## config.mk

```make
export PLATFORM = sky130hd
export DESIGN_NAME = bulk_only_cbw_to_csw
export DESIGN_NICKNAME = d
export VERILOG_FILES = /design/src/sv/bot_pkg.sv /design/src/sv/bulk_only_cbw_to_csw.sv /design/src/sv/bot_decode.sv /design/src/sv/bot_scale.sv /design/src/sv/bot_classify.sv
export SDC_FILE = /design/constraint.sdc
export NUM_CORES = 1
export LEC_CHECK = 0
export BUFFER_PORTS_ARGS = -buffer_cell sky130_fd_sc_hd__buf_2
export CORE_MARGIN = 5
export CORE_UTILIZATION = 30
export DETAILED_ROUTE_END_ITERATION = 8
export GPL_TIMING_DRIVEN = 0
export PLACE_DENSITY = 0.54
export SYNTH_ARGS = -nofsm -noshare
export SYNTH_HDL_FRONTEND = slang
export SYNTH_HIERARCHICAL = 1
export SYNTH_SLANG_ARGS = --single-unit
```

## constraint.sdc

```tcl
create_clock -name clk -period 7.3 [get_ports clk]
set_input_delay 0.73 -clock clk [delete_from_list [all_inputs] [get_ports clk]]
set_output_delay 0.73 -clock clk [all_outputs]
set_load 0.02 [all_outputs]
```

## src/sv/bot_pkg.sv

```systemverilog
// ----------------------------------------------------------------------------
// bot_pkg: shared types and codes for the bulk-only CBW to CSW decoder
// Holds the channel transfer structs, the stage-to-stage structs, and the
// opcode, status and data source codes used by the pipeline stages.
// ----------------------------------------------------------------------------
package bot_pkg;

    // Wrapper framing
    localparam logic [31:0] CBW_SIG  = 32'h4342_5355;
    localparam logic [9:0]  CBW_SIZE = 10'd31;

    // SCSI opcodes
    localparam logic [7:0] OP_TEST_UNIT_READY = 8'h00;
    localparam logic [7:0] OP_INQUIRY         = 8'h12;
    localparam logic [7:0] OP_READ_FMT_CAP    = 8'h23;
    localparam logic [7:0] OP_READ_CAPACITY   = 8'h25;
    localparam logic [7:0] OP_MODE_SENSE6     = 8'h1a;
    localparam logic [7:0] OP_READ10          = 8'h28;

    // Inquiry vital product data page for the unit serial number
    localparam logic [7:0] VPD_SERIAL_PAGE = 8'h80;

    // Fixed reply lengths
    localparam logic [5:0] INQUIRY_LEN    = 6'd36;
    localparam logic [5:0] SERIAL_LEN     = 6'd12;
    localparam logic [5:0] FMT_CAP_LEN    = 6'd12;
    localparam logic [5:0] CAPACITY_LEN   = 6'd8;
    localparam logic [5:0] MODE_HDR_LEN   = 6'd4;

    // CSW status codes
    localparam logic [1:0] ST_PASS  = 2'd0;
    localparam logic [1:0] ST_FAIL  = 2'd1;
    localparam logic [1:0] ST_PHASE = 2'd2;

    // Data phase sources
    localparam logic [2:0] SRC_NONE     = 3'd0;
    localparam logic [2:0] SRC_INQUIRY  = 3'd1;
    localparam logic [2:0] SRC_SERIAL   = 3'd2;
    localparam logic [2:0] SRC_FMT_CAP  = 3'd3;
    localparam logic [2:0] SRC_CAPACITY = 3'd4;
    localparam logic [2:0] SRC_MODE_HDR = 3'd5;
    localparam logic [2:0] SRC_SECTORS  = 3'd6;

    // Result kinds
    localparam logic KIND_CSW     = 1'b0;
    localparam logic KIND_INVALID = 1'b1;

    typedef struct packed {
        logic [9:0]  transfer_bytes;
        logic [31:0] cbw_signature;
        logic [31:0] cbw_tag;
        logic [31:0] host_length;
        logic        host_dir_in;
        logic [63:0] cdb_head;
        logic [7:0]  cdb_byte8;
    } cbw_t;

    typedef struct packed {
        logic        result_kind;
        logic [31:0] csw_tag;
        logic [31:0] csw_residue;
        logic [1:0]  csw_status;
        logic        halt_in;
        logic        halt_out;
        logic [2:0]  data_source;
        logic [24:0] data_length;
        logic [31:0] read_lba;
        logic [15:0] sector_count;
    } csw_t;

    // Decode stage result
    typedef struct packed {
        logic        bad;
        logic        known;
        logic        dev_in;
        logic        is_read;
        logic [5:0]  short_len;
        logic [2:0]  src;
        logic [31:0] tag;
        logic [31:0] host_length;
        logic        host_dir_in;
        logic [31:0] lba;
        logic [15:0] cnt;
    } dec_t;

    // Length stage result
    typedef struct packed {
        logic        bad;
        logic        known;
        logic        dev_in;
        logic        host_zero;
        logic [31:0] dev_length;
        logic [2:0]  src;
        logic [31:0] tag;
        logic [31:0] host_length;
        logic        host_dir_in;
        logic [31:0] lba;
        logic [15:0] cnt;
    } scl_t;

endpackage

```

## src/sv/bulk_only_cbw_to_csw.sv

```systemverilog
// ----------------------------------------------------------------------------
// bulk_only_cbw_to_csw: USB mass storage bulk-only CBW to CSW decoder
// Checks a received command block wrapper, decodes its SCSI command and
// produces the command status wrapper fields and a data phase descriptor.
// ----------------------------------------------------------------------------
//
//  Channel | Direction | Handshake              | Payload
//  --------+-----------+------------------------+------------------------------
//  cbw     | in        | cbw_valid / cbw_stall  | cbw_t, one command wrapper
//  csw     | out       | csw_valid / csw_stall  | csw_t, one status wrapper
//
//  Stages: three register stages (decode, length scale, case classify); a
//  wrapper is registered in each of them in that order before it is
//  offered on csw. One wrapper per cycle is sustained while csw_stall
//  stays low.
//  The read 10 length multiply sits alone in the length stage.
//  Reset: rst_n clears the stage valid bits only; payload registers hold.
//  Stalls: each stage refills as soon as its content moves on, so empty
//  stages keep taking wrappers while a finished status waits on csw_stall.
//
module bulk_only_cbw_to_csw
    import bot_pkg::*;
#(
    parameter int BLOCK_BYTES = 512
)
(
    input  logic clk,
    input  logic rst_n,
    input  logic cbw_valid,
    output logic cbw_stall,
    input  cbw_t cbw,
    output logic csw_valid,
    input  logic csw_stall,
    output csw_t csw
);

    logic dec_valid;
    logic dec_stall;
    dec_t dec_data;
    logic scl_valid;
    logic scl_stall;
    scl_t scl_data;

    // Stage 1: validate the wrapper and decode the opcode
    bot_decode u_decode (
        .clk      (clk),
        .rst_n    (rst_n),
        .up_valid (cbw_valid),
        .up_data  (cbw),
        .up_stall (cbw_stall),
        .dn_valid (dec_valid),
        .dn_data  (dec_data),
        .dn_stall (dec_stall)
    );

    // Stage 2: scale read 10 block count into a byte length
    bot_scale #(
        .BLOCK_BYTES (BLOCK_BYTES)
    ) u_scale (
        .clk      (clk),
        .rst_n    (rst_n),
        .up_valid (dec_valid),
        .up_data  (dec_data),
        .up_stall (dec_stall),
        .dn_valid (scl_valid),
        .dn_data  (scl_data),
        .dn_stall (scl_stall)
    );

    // Stage 3: classify the case and hold the status wrapper for transfer
    bot_classify u_classify (
        .clk      (clk),
        .rst_n    (rst_n),
        .up_valid (scl_valid),
        .up_data  (scl_data),
        .up_stall (scl_stall),
        .dn_valid (csw_valid),
        .dn_data  (csw),
        .dn_stall (csw_stall)
    );

    // An invalid wrapper carries nothing but its kind
    a_invalid_clear: assert property (@(posedge clk) disable iff (!rst_n)
        csw_valid && csw.result_kind == KIND_INVALID |->
            csw.csw_tag == '0 && csw.csw_residue == '0 && csw.csw_status == ST_PASS &&
            csw.data_source == SRC_NONE && csw.data_length == '0 &&
            !csw.halt_in && !csw.halt_out)
        else $error("invalid wrapper result carries nonzero fields");

    // Only one bulk endpoint is ever stalled for a status wrapper
    a_one_stall: assert property (@(posedge clk) disable iff (!rst_n)
        csw_valid |-> !(csw.halt_in && csw.halt_out))
        else $error("both endpoints stalled");

    // Status is always a defined code
    a_status_code: assert property (@(posedge clk) disable iff (!rst_n)
        csw_valid |-> csw.csw_status != 2'd3)
        else $error("undefined status code");

    // A block count comes only with the sector data source
    a_sector_src: assert property (@(posedge clk) disable iff (!rst_n)
        csw_valid && csw.sector_count != '0 |-> csw.data_source == SRC_SECTORS)
        else $error("sector count without read data source");

    // A failed command moves no data and stalls nothing
    a_fail_quiet: assert property (@(posedge clk) disable iff (!rst_n)
        csw_valid && csw.csw_status == ST_FAIL |->
            csw.data_source == SRC_NONE && csw.data_length == '0 &&
            !csw.halt_in && !csw.halt_out)
        else $error("failed command describes a data phase");

endmodule

```

## src/sv/bot_decode.sv

```systemverilog
// ----------------------------------------------------------------------------
// bot_decode: wrapper check and opcode decode stage
// Validates length and signature, decodes the SCSI opcode into direction,
// short reply length and data source, and extracts the read 10 fields.
// ----------------------------------------------------------------------------
module bot_decode
    import bot_pkg::*;
(
    input  logic  clk,
    input  logic  rst_n,
    input  logic  up_valid,
    input  cbw_t  up_data,
    output logic  up_stall,
    output logic  dn_valid,
    output dec_t  dn_data,
    input  logic  dn_stall
);

    logic valid_reg;
    logic valid_next;
    dec_t data_reg;
    dec_t data_next;
    logic advance;

    logic [7:0]  op;
    logic [7:0]  cdb [8];
    logic [15:0] inq_alloc;

    always_comb
    begin
        for (int k = 0; k < 8; k++)
        begin
            cdb[k] = up_data.cdb_head[8*k +: 8];
        end
    end

    assign op        = cdb[0];
    assign inq_alloc = {cdb[3], cdb[4]};

    always_comb
    begin
        data_next             = '0;
        data_next.tag         = up_data.cbw_tag;
        data_next.host_length = up_data.host_length;
        data_next.host_dir_in = up_data.host_dir_in;
        data_next.known       = 1'b1;
        unique case (op)
            OP_INQUIRY:
            begin
                data_next.dev_in = 1'b1;
                if (cdb[1][0])
                begin
                    if (cdb[2] == VPD_SERIAL_PAGE)
                    begin
                        data_next.short_len = SERIAL_LEN;
                        data_next.src       = SRC_SERIAL;
                    end
                end
                else
                begin
                    data_next.short_len = (inq_alloc < 16'(INQUIRY_LEN))
                                        ? inq_alloc[5:0] : INQUIRY_LEN;
                    data_next.src       = SRC_INQUIRY;
                end
            end
            OP_TEST_UNIT_READY: ;
            OP_READ_FMT_CAP:
            begin
                data_next.dev_in    = 1'b1;
                data_next.short_len = FMT_CAP_LEN;
                data_next.src       = SRC_FMT_CAP;
            end
            OP_READ_CAPACITY:
            begin
                data_next.dev_in    = 1'b1;
                data_next.short_len = CAPACITY_LEN;
                data_next.src       = SRC_CAPACITY;
            end
            OP_MODE_SENSE6:
            begin
                data_next.dev_in    = 1'b1;
                data_next.short_len = (cdb[4] >= 8'(MODE_HDR_LEN))
                                    ? MODE_HDR_LEN : cdb[4][5:0];
                data_next.src       = SRC_MODE_HDR;
            end
            OP_READ10:
            begin
                data_next.dev_in  = 1'b1;
                data_next.is_read = 1'b1;
                data_next.src     = SRC_SECTORS;
                data_next.lba     = {cdb[2], cdb[3], cdb[4], cdb[5]};
                data_next.cnt     = {cdb[7], up_data.cdb_byte8};
            end
            default:
            begin
                data_next.known = 1'b0;
            end
        endcase
        // Drop everything for a malformed wrapper
        if (up_data.transfer_bytes != CBW_SIZE || up_data.cbw_signature != CBW_SIG)
        begin
            data_next     = '0;
            data_next.bad = 1'b1;
        end
    end

    assign advance    = !valid_reg || !dn_stall;
    assign valid_next = advance ? up_valid : valid_reg;
    assign up_stall   = !advance;

    always_ff @(posedge clk or negedge rst_n)
    begin
        if (!rst_n)
        begin
            valid_reg <= 1'b0;
        end
        else
        begin
            valid_reg <= valid_next;
        end
    end

    always_ff @(posedge clk)
    begin
        if (advance && up_valid)
        begin
            data_reg <= data_next;
        end
    end

    assign dn_valid = valid_reg;
    assign dn_data  = data_reg;

endmodule

```

## src/sv/bot_scale.sv

```systemverilog
// ----------------------------------------------------------------------------
// bot_scale: device length stage
// Scales the read 10 block count by the block size and flags a zero host
// length for the case classification that follows.
// ----------------------------------------------------------------------------
module bot_scale
    import bot_pkg::*;
#(
    parameter int BLOCK_BYTES = 512
)
(
    input  logic  clk,
    input  logic  rst_n,
    input  logic  up_valid,
    input  dec_t  up_data,
    output logic  up_stall,
    output logic  dn_valid,
    output scl_t  dn_data,
    input  logic  dn_stall
);

    logic        valid_reg;
    logic        valid_next;
    scl_t        data_reg;
    scl_t        data_next;
    logic        advance;
    logic [31:0] sector_bytes;

    assign sector_bytes = 32'(up_data.cnt) * 32'(BLOCK_BYTES);

    always_comb
    begin
        data_next.bad         = up_data.bad;
        data_next.known       = up_data.known;
        data_next.dev_in      = up_data.dev_in;
        data_next.host_zero   = (up_data.host_length == '0);
        data_next.dev_length  = up_data.is_read ? sector_bytes : 32'(up_data.short_len);
        data_next.src         = up_data.src;
        data_next.tag         = up_data.tag;
        data_next.host_length = up_data.host_length;
        data_next.host_dir_in = up_data.host_dir_in;
        data_next.lba         = up_data.lba;
        data_next.cnt         = up_data.cnt;
    end

    assign advance    = !valid_reg || !dn_stall;
    assign valid_next = advance ? up_valid : valid_reg;
    assign up_stall   = !advance;

    always_ff @(posedge clk or negedge rst_n)
    begin
        if (!rst_n)
        begin
            valid_reg <= 1'b0;
        end
        else
        begin
            valid_reg <= valid_next;
        end
    end

    always_ff @(posedge clk)
    begin
        if (advance && up_valid)
        begin
            data_reg <= data_next;
        end
    end

    assign dn_valid = valid_reg;
    assign dn_data  = data_reg;

endmodule

```

## src/sv/bot_classify.sv

```systemverilog
// ----------------------------------------------------------------------------
// bot_classify: bulk-only case classification and CSW output stage
// Sorts host expectation against device intent into the thirteen cases,
// forms status, residue and stall flags, and holds the status wrapper.
// ----------------------------------------------------------------------------
module bot_classify
    import bot_pkg::*;
(
    input  logic  clk,
    input  logic  rst_n,
    input  logic  up_valid,
    input  scl_t  up_data,
    output logic  up_stall,
    output logic  dn_valid,
    output csw_t  dn_data,
    input  logic  dn_stall
);

    logic valid_reg;
    logic valid_next;
    csw_t data_reg;
    csw_t data_next;
    logic advance;

    logic [31:0] diff;
    logic        host_more;
    logic        host_equal;

    assign diff       = up_data.host_length - up_data.dev_length;
    assign host_more  = up_data.host_length > up_data.dev_length;
    assign host_equal = up_data.host_length == up_data.dev_length;

    always_comb
    begin
        data_next              = '0;
        data_next.result_kind  = KIND_CSW;
        data_next.csw_tag      = up_data.tag;
        data_next.csw_status   = ST_PASS;
        data_next.data_source  = up_data.src;
        data_next.data_length  = up_data.dev_length[24:0];
        data_next.read_lba     = up_data.lba;
        data_next.sector_count = up_data.cnt;
        priority if (!up_data.known)
        begin
            data_next.csw_status  = ST_FAIL;
            data_next.csw_residue = up_data.host_length;
        end
        else if (up_data.host_zero)
        begin
            data_next.csw_status = up_data.dev_in ? ST_PHASE : ST_PASS;
        end
        else if (up_data.host_dir_in)
        begin
            priority if (!up_data.dev_in)
            begin
                data_next.halt_in     = 1'b1;
                data_next.csw_residue = up_data.host_length;
            end
            else if (host_more)
            begin
                data_next.halt_in     = 1'b1;
                data_next.csw_residue = diff;
            end
            else if (host_equal)
            begin
                data_next.csw_residue = '0;
            end
            else
            begin
                data_next.csw_status  = ST_PHASE;
                data_next.csw_residue = up_data.host_length;
            end
        end
        else
        begin
            data_next.halt_out = 1'b1;
            if (up_data.dev_in)
            begin
                data_next.csw_status = ST_PHASE;
            end
            else
            begin
                data_next.csw_residue = up_data.host_length;
            end
        end
        // Report a malformed wrapper with every other field cleared
        if (up_data.bad)
        begin
            data_next             = '0;
            data_next.result_kind = KIND_INVALID;
        end
    end

    assign advance    = !valid_reg || !dn_stall;
    assign valid_next = advance ? up_valid : valid_reg;
    assign up_stall   = !advance;

    always_ff @(posedge clk or negedge rst_n)
    begin
        if (!rst_n)
        begin
            valid_reg <= 1'b0;
        end
        else
        begin
            valid_reg <= valid_next;
        end
    end

    always_ff @(posedge clk)
    begin
        if (advance && up_valid)
        begin
            data_reg <= data_next;
        end
    end

    assign dn_valid = valid_reg;
    assign dn_data  = data_reg;

endmodule

```

**After elaboration in Yosys (flattened, before gate mapping)**

Index checks and enable logic that the tools add are counted.

- Register bits after elaboration: 426
- Bits of input ports: 183
- Output and inout port bits: 147
- Logic and storage cells: 104

- Add/sub/neg operators: 1
- Magnitude comparators: 3
- Equal/unequal tests: 9
- Muxes and demuxes: 30
- Bitwise gates (word level): 3
- Reductions and logical operators: 20

Operator list:

| kind | count |
|---|---|
| $mux W32 | 5 |
| $mux W145 | 1 |
| $mux W126 | 1 |
| $mux W34 | 2 |
| $mux W48 | 1 |
| $eq A32 B32 Y1 | 1 |
| $gt A32 B32 Y1 | 1 |
| $logic_not A32 Y1 | 1 |
| $ne A32 B31 Y1 const B | 1 |
| $sub A32 B32 Y32 | 1 |
| $eq A8 B6 Y1 const B | 3 |
| $pmux W6 S4 | 1 |
| $eq A8 B5 Y1 const B | 2 |
| $lt A16 B6 Y1 const B | 1 |
| $pmux W3 S5 | 1 |
| $mux W2 | 7 |
| $mux W6 | 2 |
| $ne A10 B5 Y1 const B | 1 |
| $mux W9 | 1 |
| $eq A8 B8 Y1 const B | 1 |
| $ge A8 B3 Y1 const B | 1 |
| $logic_not A8 Y1 | 1 |
| $mux W1 | 7 |
| $mux W7 | 1 |
| 9 further kinds | 21 |

**Logic depth before layout (Yosys ltp)**

Gate-level depths: netlist of run 1.

- Depth in word-level cells: 8
- Mapped depth: 14
- Mapped depth without buffers: 11

**Hierarchy**

The synthesis of run 1 kept the hierarchy.

By module, submodules not included:

| module | instances | cells each | area each (sq um) |
|---|---|---|---|
| bot_classify | 1 | 678 | 7566.0 |
| bot_decode | 1 | 328 | 5064.9 |
| bot_scale | 1 | 192 | 4606.9 |

**Worst setup path after synthesis of run 1**

OpenSTA, ideal clock, no wires.

- Path type: input -> register
- Start: input csw_stall
- End: register u_scale.data_reg, in the netlist u_scale/dn_data[0], enable pin
- Setup time: 0.662 ns
- Arrival: 7.306 ns
- Path slack: -0.668 ns
- Stages: 3
- Path buffers: 0
- Cell sequence: and2_1 -> and2_1 -> nor2b_1

- Word-level cells in the longest chain between the ends: 4

Ends and longest elaborated chain:

| what | line | RTL |
|---|---|---|
| from (decl) | bulk_only_cbw_to_csw.sv:33 | `input logic csw_stall,` |
| $logic_not A1 Y1 | bot_classify.sv:94 | `assign advance = !valid_reg \|\| !dn_stall;` |
| $logic_or A1 B1 Y1 | bot_classify.sv:94 |  |
| $logic_or A1 B1 Y1 | bot_scale.sv:46 | `assign advance = !valid_reg \|\| !dn_stall;` |
| $logic_and A1 B1 Y1 | bot_scale.sv:64 | `if (advance && up_valid)` |
| to (signal assigned) | bot_scale.sv:66 | `data_reg <= data_next;` |
| to (decl) | bot_scale.sv:24 | `scl_t data_reg;` |

Every way passes these cells.
A chain may end at the register's enable or synchronous reset.

**Worst setup path in the final report of run 1**

- Start: register u_scale.data_reg, in the netlist u_scale/dn_data[49]
- End: register u_classify.data_reg, in the netlist u_classify/dn_data[81], data pin

- Word-level cells in the longest chain between the ends: 7

Ends and longest elaborated chain:

| what | line | RTL |
|---|---|---|
| parallel branches: the longest is 2 deep, another holds $sub A32 B32 Y32 | -- |  |
| $mux W32 * | bot_classify.sv:59 | `else if (host_more)` |
| $mux W32 * | bot_classify.sv:54 | `priority if (!up_data.dev_in)` |
| $mux W34 * | bot_classify.sv:52 | `else if (up_data.host_dir_in)` |
| $mux W32 * | bot_classify.sv:48 | `else if (up_data.host_zero)` |
| $mux W34 * | bot_classify.sv:43 | `priority if (!up_data.known)` |
| to (signal assigned) | bot_classify.sv:114 | `data_reg <= data_next;` |
| to (decl) | bot_classify.sv:21 | `csw_t data_reg;` |

Mark *: on every way between the ends.

==> results of run 1 <==
## logic make-up (layout without fill, tap and decap cells)
family	count (synthesis)	after routing	share of synthesized area (%)
other	1	15	0.0218
buffers and inverters	101	510	2.61
and+or+nand+nor	456	456	15.1
AOI/OAI and AO/OA	166	166	6.19
xor gates and xnor gates	25	25	1.27
DFF	416	416	72.4
adders and majority gates	33	33	2.44
## cells in the mapped netlist (5+ instances only)
cell type	count	area, um2
ha_1	32	400
o21bai_1	6	45.0
nand3_1	9	45.0
o211ai_1	5	37.5
nand2_1	71	267
a21oi_1	34	170
a211oi_1	5	37.5
buf_4	13	97.6
nor3_1	11	55.1
a21o_1	17	128
a31oi_1	10	62.6
inv_1	45	169
or2_2	5	31.3
and2_1	130	813
clkbuf_1	29	109
o21ai_0	51	255
xor2_1	7	61.3
clkbuf_2	5	25.0
nor2b_1	98	613
nor4_1	16	100
xnor2_1	18	158
buf_2	7	35.0
edfxtp_1	413	12400
nand4_1	14	87.6
o21a_1	11	82.6
and4_1	8	70.1
nand2b_1	8	50.1
nor2_1	60	225
## how the worst max path moves through the flow
stage / depth (start not counted) / slack (ns) / to / start
2_1_floorplan: 3 / 2.09 / u_scale/dn_data[0] / csw_stall
3_5_place_dp: 12 / 3.20 / u_classify/dn_data[80] / u_scale/dn_data[49]
6_report: 12 / 3.22 / u_classify/dn_data[81] / u_scale/dn_data[49]
4_1_cts: 12 / 3.19 / u_classify/dn_data[81] / u_scale/dn_data[49]
5_1_grt: 12 / 3.01 / u_classify/dn_data[81] / u_scale/dn_data[49]
3_3_place_gp: 4 / -0.23 / u_scale/dn_data[77] / csw_stall
## repair_timing
item                                   in CTS  in global routing
buffers inserted                            0                  0
hold buffers                                1                  0
endpoints found under the hold margin       3                  0
## power groups by stage
stage	Combinational (mW)	Clock, mW	Sequential (mW)
after detailed placement	0.709	0	2.95
after global placement	0.663	0	2.99
after CTS	0.712	2.33	2.90
final	0.702	2.23	2.90
after global routing	0.770	2.42	2.91
after floorplan	0.340	0	3.04
## cells in the final DEF (no fill, tap or decap), types with 5 or more instances in the layout
cell type	count
edfxtp_1	413
buf_2	320
and2_1	130
nor2b_1	95
nand2_1	71
nor2_1	60
o21ai_0	51
clkbuf_16	47
inv_1	45
clkbuf_1	38
a21oi_1	34
ha_1	32
xnor2_1	18
a21o_1	17
nor4_1	16
nand4_1	14
buf_4	13
nor3_1	11
o21a_1	11
buf_12	11
a31oi_1	10
conb_1	10
clkinv_2	9
nand3_1	9
and4_1	8
nand2b_1	8
clkinv_1	7
xor2_1	7
o21bai_1	6
diode_2	5
or2_2	5
clkbuf_2	5
o211ai_1	5
a211oi_1	5
## metal layers
metal / vias to the layer above / global-route usage, % / routed length (um)
met5: - / 0 / 13
met4: 2 / 4.75 / 1520
met3: 82 / 4.45 / 3220
met2: 310 / 24.0 / 21900
met1: 5090 / 17.6 / 19000
li1: 5131 / - / -
## flip-flops by register name, summed over array words and instances (netlist names)
signal,count
u_scale/dn_valid,1
u_decode/dn_data,126
u_classify/dn_valid,1
u_scale/dn_data,142
u_classify/dn_data,145
u_decode/dn_valid,1
## metrics by stage
stage          setup WS [ns]  utilization [%]  power [mW]  instances  hold WS [ns]
3_3_place_gp          -0.225             35.0        3.65       2276         0.400
4_1_cts                 3.19             38.1        5.94       2372         0.339
5_1_grt                 3.01             38.1        6.10       2372         0.349
6_report                3.22             38.1        5.83       2377         0.385
3_5_place_dp            3.20             35.5        3.66       2290         0.405
2_1_floorplan           2.09                -        3.38       1207         0.400
## cell type report
class / count / area (um2)
inverters: 46 / 173
plain buffers: 55 / 278
diodes: 5 / 12.5
flip-flops and latches: 416 / 12500
well taps: 756 / 946
fillers: 5464 / 35000
clock buffers: 56 / 1210
multi-input cells: 690 / 4370
clock inverters: 25 / 231
repair buffers: 328 / 1880
==> flow_metrics.env, run 1 <==
export IMPL_die_w_um=250
export IMPL_slew_headroom_pct=35.2
export IMPL_dieArea_um2=62400
export IMPL_synth_edf_count=413
export IMPL_p_sw_share_pct=24.4
export IMPL_htreeDepth=2
export IMPL_p_int_mw=4.41
export IMPL_rsz0062_at_grt="no"
export IMPL_switchingPower_mw=1.42
export IMPL_setup_tns_ns=0
export IMPL_r2r_cells=12
export IMPL_critical_path_top_delay_family="compound AO/OA/AOI/OAI gates"
export IMPL_synth_cells=1198
export IMPL_grt_pass1_vias=11274
export IMPL_max_stage_delay_ns=0.67
export IMPL_hpwl_mm=34.8
export IMPL_cts_buffer_depth=3
export IMPL_fmax_ghz=0.245
export IMPL_ys_warn_count=6
export IMPL_whs_endpoint="u_decode/dn_valid"
export IMPL_root_buffer="clkbuf_16"
export IMPL_reg2reg_slack_ns=3.22
export IMPL_fin_crit_sh_pct=55.9
export IMPL_grt_pass1_wl_mm=68.4
export IMPL_cts_tree="done"
export IMPL_first_pass_iters=5
export IMPL_synthDistinctLibCells=67
export IMPL_hp_start="cbw_valid"
export IMPL_start_util_pct=30.5
export IMPL_grt_remaining_overflow=0
export IMPL_coreArea_um2=56600
export IMPL_ios=330
export IMPL_seqPwrFrac_pct=49.7
export IMPL_crit_slowest_cell="a2111oi_2"
export IMPL_ys_flop_type="edfxtp_1"
export IMPL_fin_area_um2=21600
export IMPL_syn_area_per_cell_um2=14.4
export IMPL_path_max_fanout=10
export IMPL_period_needed_ns=4.08
export IMPL_fin_skew_ns=0.00774
export IMPL_powerDensity_nw_per_um2=270
export IMPL_clock_sinks=416
export IMPL_reg2reg_from="u_scale/dn_data[49]"
export IMPL_routed_via_density=4.47
export IMPL_grtUsageTotal_pct=14.3
export IMPL_grt_max_degree=33
export IMPL_endpoint_kind="register"
export IMPL_cp_required_ns=7.62
export IMPL_synth_yosys_seq_area_share_pct=72.4
export IMPL_drt_first_iter_violations=550
export IMPL_setup_violations=0
export IMPL_setup_worst_path_class="register to register"
export IMPL_ant_nets=0
export IMPL_irDropWorstVdd_mv=0.180
export IMPL_antenna_found_initial=7
export IMPL_pwr_share_comb_pct=12.0
export IMPL_outcome="completed"
export IMPL_die_h_um=250
export IMPL_pwr_share_clk_pct=38.3
export IMPL_cts_made_buffers=46
export IMPL_finalNetCount=1799
export IMPL_cts_resized=0
export IMPL_path_clk_slew_ns=0.06
export IMPL_crit_top_cell="inv_1"
export IMPL_vias=10615
export IMPL_drcViolationCount=0
export IMPL_async_flop_share_pct=0.721
export IMPL_synth_seq_cells=416
export IMPL_crit_arrival_ns=4.40
export IMPL_path_cells="inv_1, ha_1, fa_1, nor2b_1, o31a_1, o211ai_1, a2111oi_2, o31ai_4, nor3_2, inv_1, clkbuf_1, o21ai_0"
export IMPL_insertion_delay_ns=0.56
export IMPL_worst_pin_slew_ns=0.971
export IMPL_worstSetupStartpointType="register"
export IMPL_drive_above_1_share_pct=27.2
export IMPL_path_buf_inv=3
export IMPL_hp_class="input pin to register"
export IMPL_wl_mm=45.6
export IMPL_hold_viol=0
export IMPL_leakagePower_nw=8.37
export IMPL_placed_area_um2=20100
export IMPL_gp_congestion=0.891
export IMPL_finalMaxSlewViolations=0
export IMPL_r2r_end="u_classify/dn_data[81]"
export IMPL_min_path_cells=2
export IMPL_drv_cap=0
export IMPL_row_count=87
export IMPL_numPortBuffers=313
export IMPL_wl_per_cell_um=19.2
export IMPL_syn_area_um2=17200
export IMPL_area_growth_pct=25.2
No activity file was read; power rests on OpenSTA's default activity.
==> run 2: changes to the inputs <==
--- a/config.mk
+++ b/config.mk
@@ -10,7 +10,7 @@
 export CORE_UTILIZATION = 30
 export DETAILED_ROUTE_END_ITERATION = 8
 export GPL_TIMING_DRIVEN = 0
-export PLACE_DENSITY = 0.54
+export PLACE_DENSITY = 0.53
 export SYNTH_ARGS = -nofsm -noshare
 export SYNTH_HDL_FRONTEND = slang
 export SYNTH_HIERARCHICAL = 1
==> constraint.sdc (replaced) <==
create_clock -name clk -period 4 [get_ports clk]
set_input_delay 0.4 -clock clk [delete_from_list [all_inputs] [get_ports clk]]
set_output_delay 0.4 -clock clk [all_outputs]
set_load 0.02 [all_outputs]
==> run 2 against run 1 <==
Fmax is 4.8% higher. Die area stayed put. Non-clock buffer count is 2 higher. Register-to-register slack worse by 3.1 ns. Cell count is 0.25% higher. Critical path depth is 1 higher. Clock skew is 0.013 ns higher. Total power is 88% higher. Utilization is 0.36 points higher. Combinational power is 85% higher. First-iteration DRC count is 20% lower. Clock power is 97% higher. Critical path type unchanged. Highest routed layer unchanged.
==> flow_metrics.env, run 2 (same netlist as run 1, synthesis figures left out) <==
export IMPL_outcome="completed"
export IMPL_insertion_delay_ns=0.57
export IMPL_largest_register_ffs=145
export IMPL_hpwl_mm=34.7
export IMPL_routed_via_density=4.48
export IMPL_crit_path_start="u_scale/dn_data[49]"
export IMPL_placed_area_um2=20100
export IMPL_root_buffer="clkbuf_16"
export IMPL_drive_above_1_share_pct=27.6
export IMPL_cts_made_buffers=47
export IMPL_row_count=87
export IMPL_grt_max_degree=33
export IMPL_met3_length_mm=3.34
export IMPL_antenna_found_initial=7
export IMPL_drcViolationCount=0
export IMPL_ant_nets=0
export IMPL_setup_worst_path_class="register to register"
export IMPL_wl_met2_mm=21.9
export IMPL_rsz0062_at_grt="no"
export IMPL_crit_slowest_cell="a2111oi_4"
export IMPL_drv_cap=0
export IMPL_period_needed_ns=3.90
export IMPL_worstSetupStartpointType="register"
export IMPL_drt_first_iter_violations=439
export IMPL_fin_area_um2=21800
export IMPL_irDropWorstVdd_mv=0.352
export IMPL_die_w_um=250
export IMPL_first_pass_iters=4
export IMPL_setup_violations=0
export IMPL_reg2reg_from="u_scale/dn_data[49]"
export IMPL_coreArea_um2=56600
export IMPL_numPortBuffers=313
export IMPL_vias=10686
export IMPL_fin_crit_sh_pct=97.4
export IMPL_endpoint_kind="register"
export IMPL_leakagePower_nw=8.46
export IMPL_die_h_um=250
export IMPL_area_growth_pct=26.3
export IMPL_layout_commonest_cell="edfxtp_1"
export IMPL_start_util_pct=30.5
export IMPL_grt_pass1_vias=11296
export IMPL_utilization_pct=38.5
export IMPL_layout_common_cells="edfxtp_1, buf_2, and2_1"
export IMPL_clock_sinks=416
export IMPL_cts_tree="done"
export IMPL_path_cells="inv_1, ha_1, fa_1, nor2b_1, o31a_1, o211ai_1, a2111oi_4, o31ai_4, nor3_4, buf_2, buf_2, o21ai_0, nand2_1"
export IMPL_wl_mm=46.3
export IMPL_path_clk_slew_ns=0.06
export IMPL_worst_pin_slew_ns=0.935
export IMPL_cts_buffer_depth=3
export IMPL_finalNetCount=1802
export IMPL_grt_remaining_overflow=0
export IMPL_powerDensity_nw_per_um2=504
export IMPL_cp_required_ns=4.41
export IMPL_hold_viol=0
export IMPL_wl_per_cell_um=19.4
export IMPL_ios=330
export IMPL_fin_skew_ns=0.0206
export IMPL_dieArea_um2=62400
export IMPL_drt_met1_wl_mm=19.7
export IMPL_slew_headroom_pct=37.7
export IMPL_crit_arrival_ns=4.31
export IMPL_dr_max_layer_used="met5"
export IMPL_fmax_ghz=0.257
export IMPL_htreeDepth=2
export IMPL_reg2reg_slack_ns=0.10
export IMPL_hp_class="input pin to register"
export IMPL_max_stage_delay_ns=0.54
export IMPL_grtUsageTotal_pct=14.4
export IMPL_finalMaxSlewViolations=0
export IMPL_post_cts_buffers=0
export IMPL_path_max_fanout=10
export IMPL_grt_pass1_wl_mm=69.1
export IMPL_hp_start="cbw[128]"
export IMPL_gp_congestion=0.882
export IMPL_crit_top_cell="buf_2"
## run 2: cell types whose count changed in the layout (fill, tap and decap cells not counted), moves of 2 or more
| cell | change |
|---|---|
| clkbuf_1 | -5 |
| clkinv_1 | +3 |
| bufinv_16 | +3 |
| clkinv_4 | +2 |
| buf_16 | +2 |
| clkinv_2 | -2 |
| o21ai_1 | +2 |
| o21ai_0 | -2 |
## run 2: area by class of cell
class,instances,area [um2]
inverters,46,173
clock inverters,32,358
repair buffers,330,1920
multi-input cells,690,4390
clock buffers,53,1220
flip-flops and latches,416,12500
plain buffers,55,279
well taps,756,946
diodes,5,12.5
fillers,5445,34800
## run 2: timing repair
action	CTS	global route
hold buffers	2	0
setup endpoints to repair	16	3
pin swaps	0	0
resized for setup	4	2
endpoints found under the hold margin	4	0
## run 2: final timing paths
kind	end	depth (start not counted)
min in group asynchronous	u_scale/dn_valid	2
setup / recovery	u_classify/dn_data[94]	13
hold / removal	u_decode/dn_data[104]	2
setup reg to reg	u_classify/dn_data[94]	13
max in group asynchronous	u_classify/dn_valid	2
hold reg to reg	u_scale/dn_data[91]	0
## run 2: stage by stage
stage | TNS (ns) | worst slack (ns) | hold slack, ns | total power, mW | std cells
finish | 0 | 0.105 | 0.106 | 11.0 | 2383
global route | 0 | 0.0529 | 0.0637 | 11.5 | 2378
floorplan | 0 | 0.599 | 0.104 | 6.14 | 1207
CTS | 0 | 0.0759 | 0.0553 | 11.2 | 2378
global placement | -236.98 | -0.641 | 0.198 | 6.63 | 2276
detailed placement | -1.18 | -0.190 | 0.200 | 6.69 | 2291
## run 2: worst max-delay path, delay by kind of cell, from the launching register on
kind / cells / cell delay, ns
AOI/OAI and AO/OA: 5 / 1.42
buffers and inverters: 3 / 0.68
DFF: 1 / 0.38
adders and majority gates: 2 / 0.60
and+or+nand+nor: 3 / 0.66
## run 2: power breakdown
part / switching [mW] / internal, mW / leakage (nW)
Combinational: 0.821 / 0.481 / 3.52
Sequential: 0.114 / 5.17 / 4.17
Clock: 1.75 / 2.65 / 0.768
## run 2: per-layer routing
layer,up-vias,global-route usage (%)
li1,5147,-
met3,79,4.48
met5,-,0
met4,4,4.06
met1,5140,18.0
met2,316,24.3
==> run 3: changes to the inputs <==
--- a/config.mk
+++ b/config.mk
@@ -5,12 +5,13 @@
 export SDC_FILE = /design/constraint.sdc
 export NUM_CORES = 1
 export LEC_CHECK = 0
+export ABC_CLOCK_PERIOD_IN_PS = 4000
 export BUFFER_PORTS_ARGS = -buffer_cell sky130_fd_sc_hd__buf_2
 export CORE_MARGIN = 5
-export CORE_UTILIZATION = 30
+export CORE_UTILIZATION = 45
 export DETAILED_ROUTE_END_ITERATION = 8
 export GPL_TIMING_DRIVEN = 0
-export PLACE_DENSITY = 0.53
+export PLACE_DENSITY = 0.71
 export SYNTH_ARGS = -nofsm -noshare
 export SYNTH_HDL_FRONTEND = slang
 export SYNTH_HIERARCHICAL = 1
==> run 3 against run 2 <==
Critical path type unchanged. Largest power group unchanged. Largest cell class unchanged. Critical path depth is 1 lower. Combinational power is 3% lower. Fmax is 4.7% higher. Flip-flop and latch count stayed put. Cell count decreased by 11%. Worst setup slack improved by 0.17 ns. First-iteration DRC count grew 32%. Die area down 32%. Hold slack got worse by 0.042 ns.
==> flow_metrics.env, run 3 (same netlist as run 1, synthesis figures left out) <==
export IMPL_outcome="completed"
export IMPL_fin_area_um2=21300
export IMPL_vias=10742
export IMPL_root_buffer="clkbuf_16"
export IMPL_grt_pass1_wl_mm=62.6
export IMPL_ios=330
export IMPL_r2r_end="u_classify/dn_data[98]"
export IMPL_grtUsageTotal_pct=19.6
export IMPL_start_util_pct=45.7
export IMPL_wl_mm=41.7
export IMPL_slew_headroom_pct=33.2
export IMPL_die_h_um=206
export IMPL_area_growth_pct=23.4
export IMPL_hpwl_mm=31.7
export IMPL_cts_buffer_depth=3
export IMPL_gp_congestion=0.919
export IMPL_dp_cells=2043
export IMPL_cp_required_ns=4.41
export IMPL_post_cts_buffers=0
export IMPL_setup_tns_ns=0
export IMPL_r2r_cells=12
export IMPL_clock_sinks=416
export IMPL_finalMaxSlewViolations=0
export IMPL_leakagePower_nw=8.37
export IMPL_drv_cap=0
export IMPL_powerDensity_nw_per_um2=501
export IMPL_fmax_ghz=0.269
export IMPL_crit_path_start="u_scale/dn_data[116]"
export IMPL_fin_skew_ns=0.0231
export IMPL_grt_pass1_vias=11096
export IMPL_numPortBuffers=313
export IMPL_hold_viol=0
export IMPL_wl_per_cell_um=19.6
export IMPL_endpoint_kind="register"
export IMPL_rsz0062_at_grt="no"
export IMPL_cts_tree="done"
export IMPL_fin_cells=2127
export IMPL_largest_register_ffs=145
export IMPL_grt_max_degree=40
export IMPL_die_w_um=206
export IMPL_path_clk_slew_ns=0.06
export IMPL_layout_commonest_cell="edfxtp_1"
export IMPL_irDropWorstVdd_mv=0.376
export IMPL_fin_crit_sh_pct=93.0
export IMPL_placed_area_um2=19800
export IMPL_setup_worst_path_class="register to register"
export IMPL_worstSetupStartpointType="register"
export IMPL_cts_made_buffers=44
export IMPL_path_max_fanout=10
export IMPL_crit_arrival_ns=4.13
export IMPL_hp_class="input pin to register"
export IMPL_routed_via_density=5.05
export IMPL_dieArea_um2=42300
export IMPL_insertion_delay_ns=0.57
export IMPL_period_needed_ns=3.72
export IMPL_worst_pin_slew_ns=1.00
export IMPL_layout_common_cells="edfxtp_1, buf_2, and2_1"
export IMPL_first_pass_iters=5
export IMPL_reg2reg_from="u_scale/dn_data[116]"
export IMPL_htreeDepth=2
export IMPL_grt_remaining_overflow=0
export IMPL_ant_nets=0
export IMPL_finalNetCount=1795
export IMPL_antenna_found_initial=9
export IMPL_reg2reg_slack_ns=0.28
export IMPL_setup_violations=0
export IMPL_drt_first_iter_violations=578
export IMPL_drive_above_1_share_pct=27.4
export IMPL_drcViolationCount=0
export IMPL_row_count=71
export IMPL_endpoint="u_classify/dn_data[98]"
export IMPL_coreArea_um2=37800
run 3: metal layers:
layer / wire [um] / vias to the layer above / global-route usage, %
met4: 1380 / 14 / 7.44
met5: 92 / - / 0
met3: 3060 / 84 / 5.28
met1: 16700 / 5126 / 24.2
met2: 20500 / 383 / 33.1
li1: - / 5135 / -
run 3: power by group:
group          internal [mW]  total (mW)  switching, mW
logic                  0.463        1.26          0.795
registers               5.17        5.29          0.113
clock network           2.43        4.10           1.67
total                   8.07        10.6           2.58
run 3: layout make-up:
type / count / area (um2)
timing repair buffer: 326 / 1830
tap: 511 / 639
fill: 3085 / 16500
multi-input combinational: 690 / 4390
clock inverter: 31 / 355
inverter: 46 / 173
buffer: 55 / 279
sequential: 416 / 12500
antenna: 2 / 5.00
clock buffer: 50 / 1120
run 3: through the flow:
| step | hold WS, ns | util [%] | setup slack [ns] | total power, mW |
|---|---|---|---|---|
| after CTS | 0.0293 | 56.3 | 0.0272 | 10.8 |
| after global placement | 0.197 | 51.6 | -0.391 | 6.59 |
| after floorplan | 0.104 | - | 0.599 | 6.14 |
| final | 0.0642 | 56.3 | 0.279 | 10.6 |
| after global routing | 0.0360 | 56.3 | 0.0568 | 11.1 |
| after detailed placement | 0.203 | 52.3 | 0.0453 | 6.64 |
run 3: critical path: stages, from the launching register on:
cell and delay [ns]:
edfxtp_1 0.43, ha_1 0.23, fa_1 0.39, nor2b_1 0.21, o31a_1 0.24, o211ai_1 0.29
a2111oi_4 0.49, o31ai_4 0.20, nor3_4 0.25, buf_2 0.31, buf_2 0.26, o21ai_0 0.11
nand2_1 0.13
run 3: worst min-delay path by stage:
stage	from	endpoint	cells after the start
6_report	cbw_valid	u_decode/dn_valid	2
5_1_grt	cbw_valid	u_decode/dn_valid	2
3_5_place_dp	rst_n	u_classify/dn_valid	1
3_3_place_gp	rst_n	u_classify/dn_valid	1
4_1_cts	cbw_valid	u_decode/dn_valid	2
2_1_floorplan	rst_n	u_classify/dn_valid	0
run 3: what timing repair did:
action / in CTS / in global routing
hold buffers: 1 / 0
resized for setup: 0 / 4
hold endpoints to repair: 3 / 0
setup endpoints to repair: 0 / 17
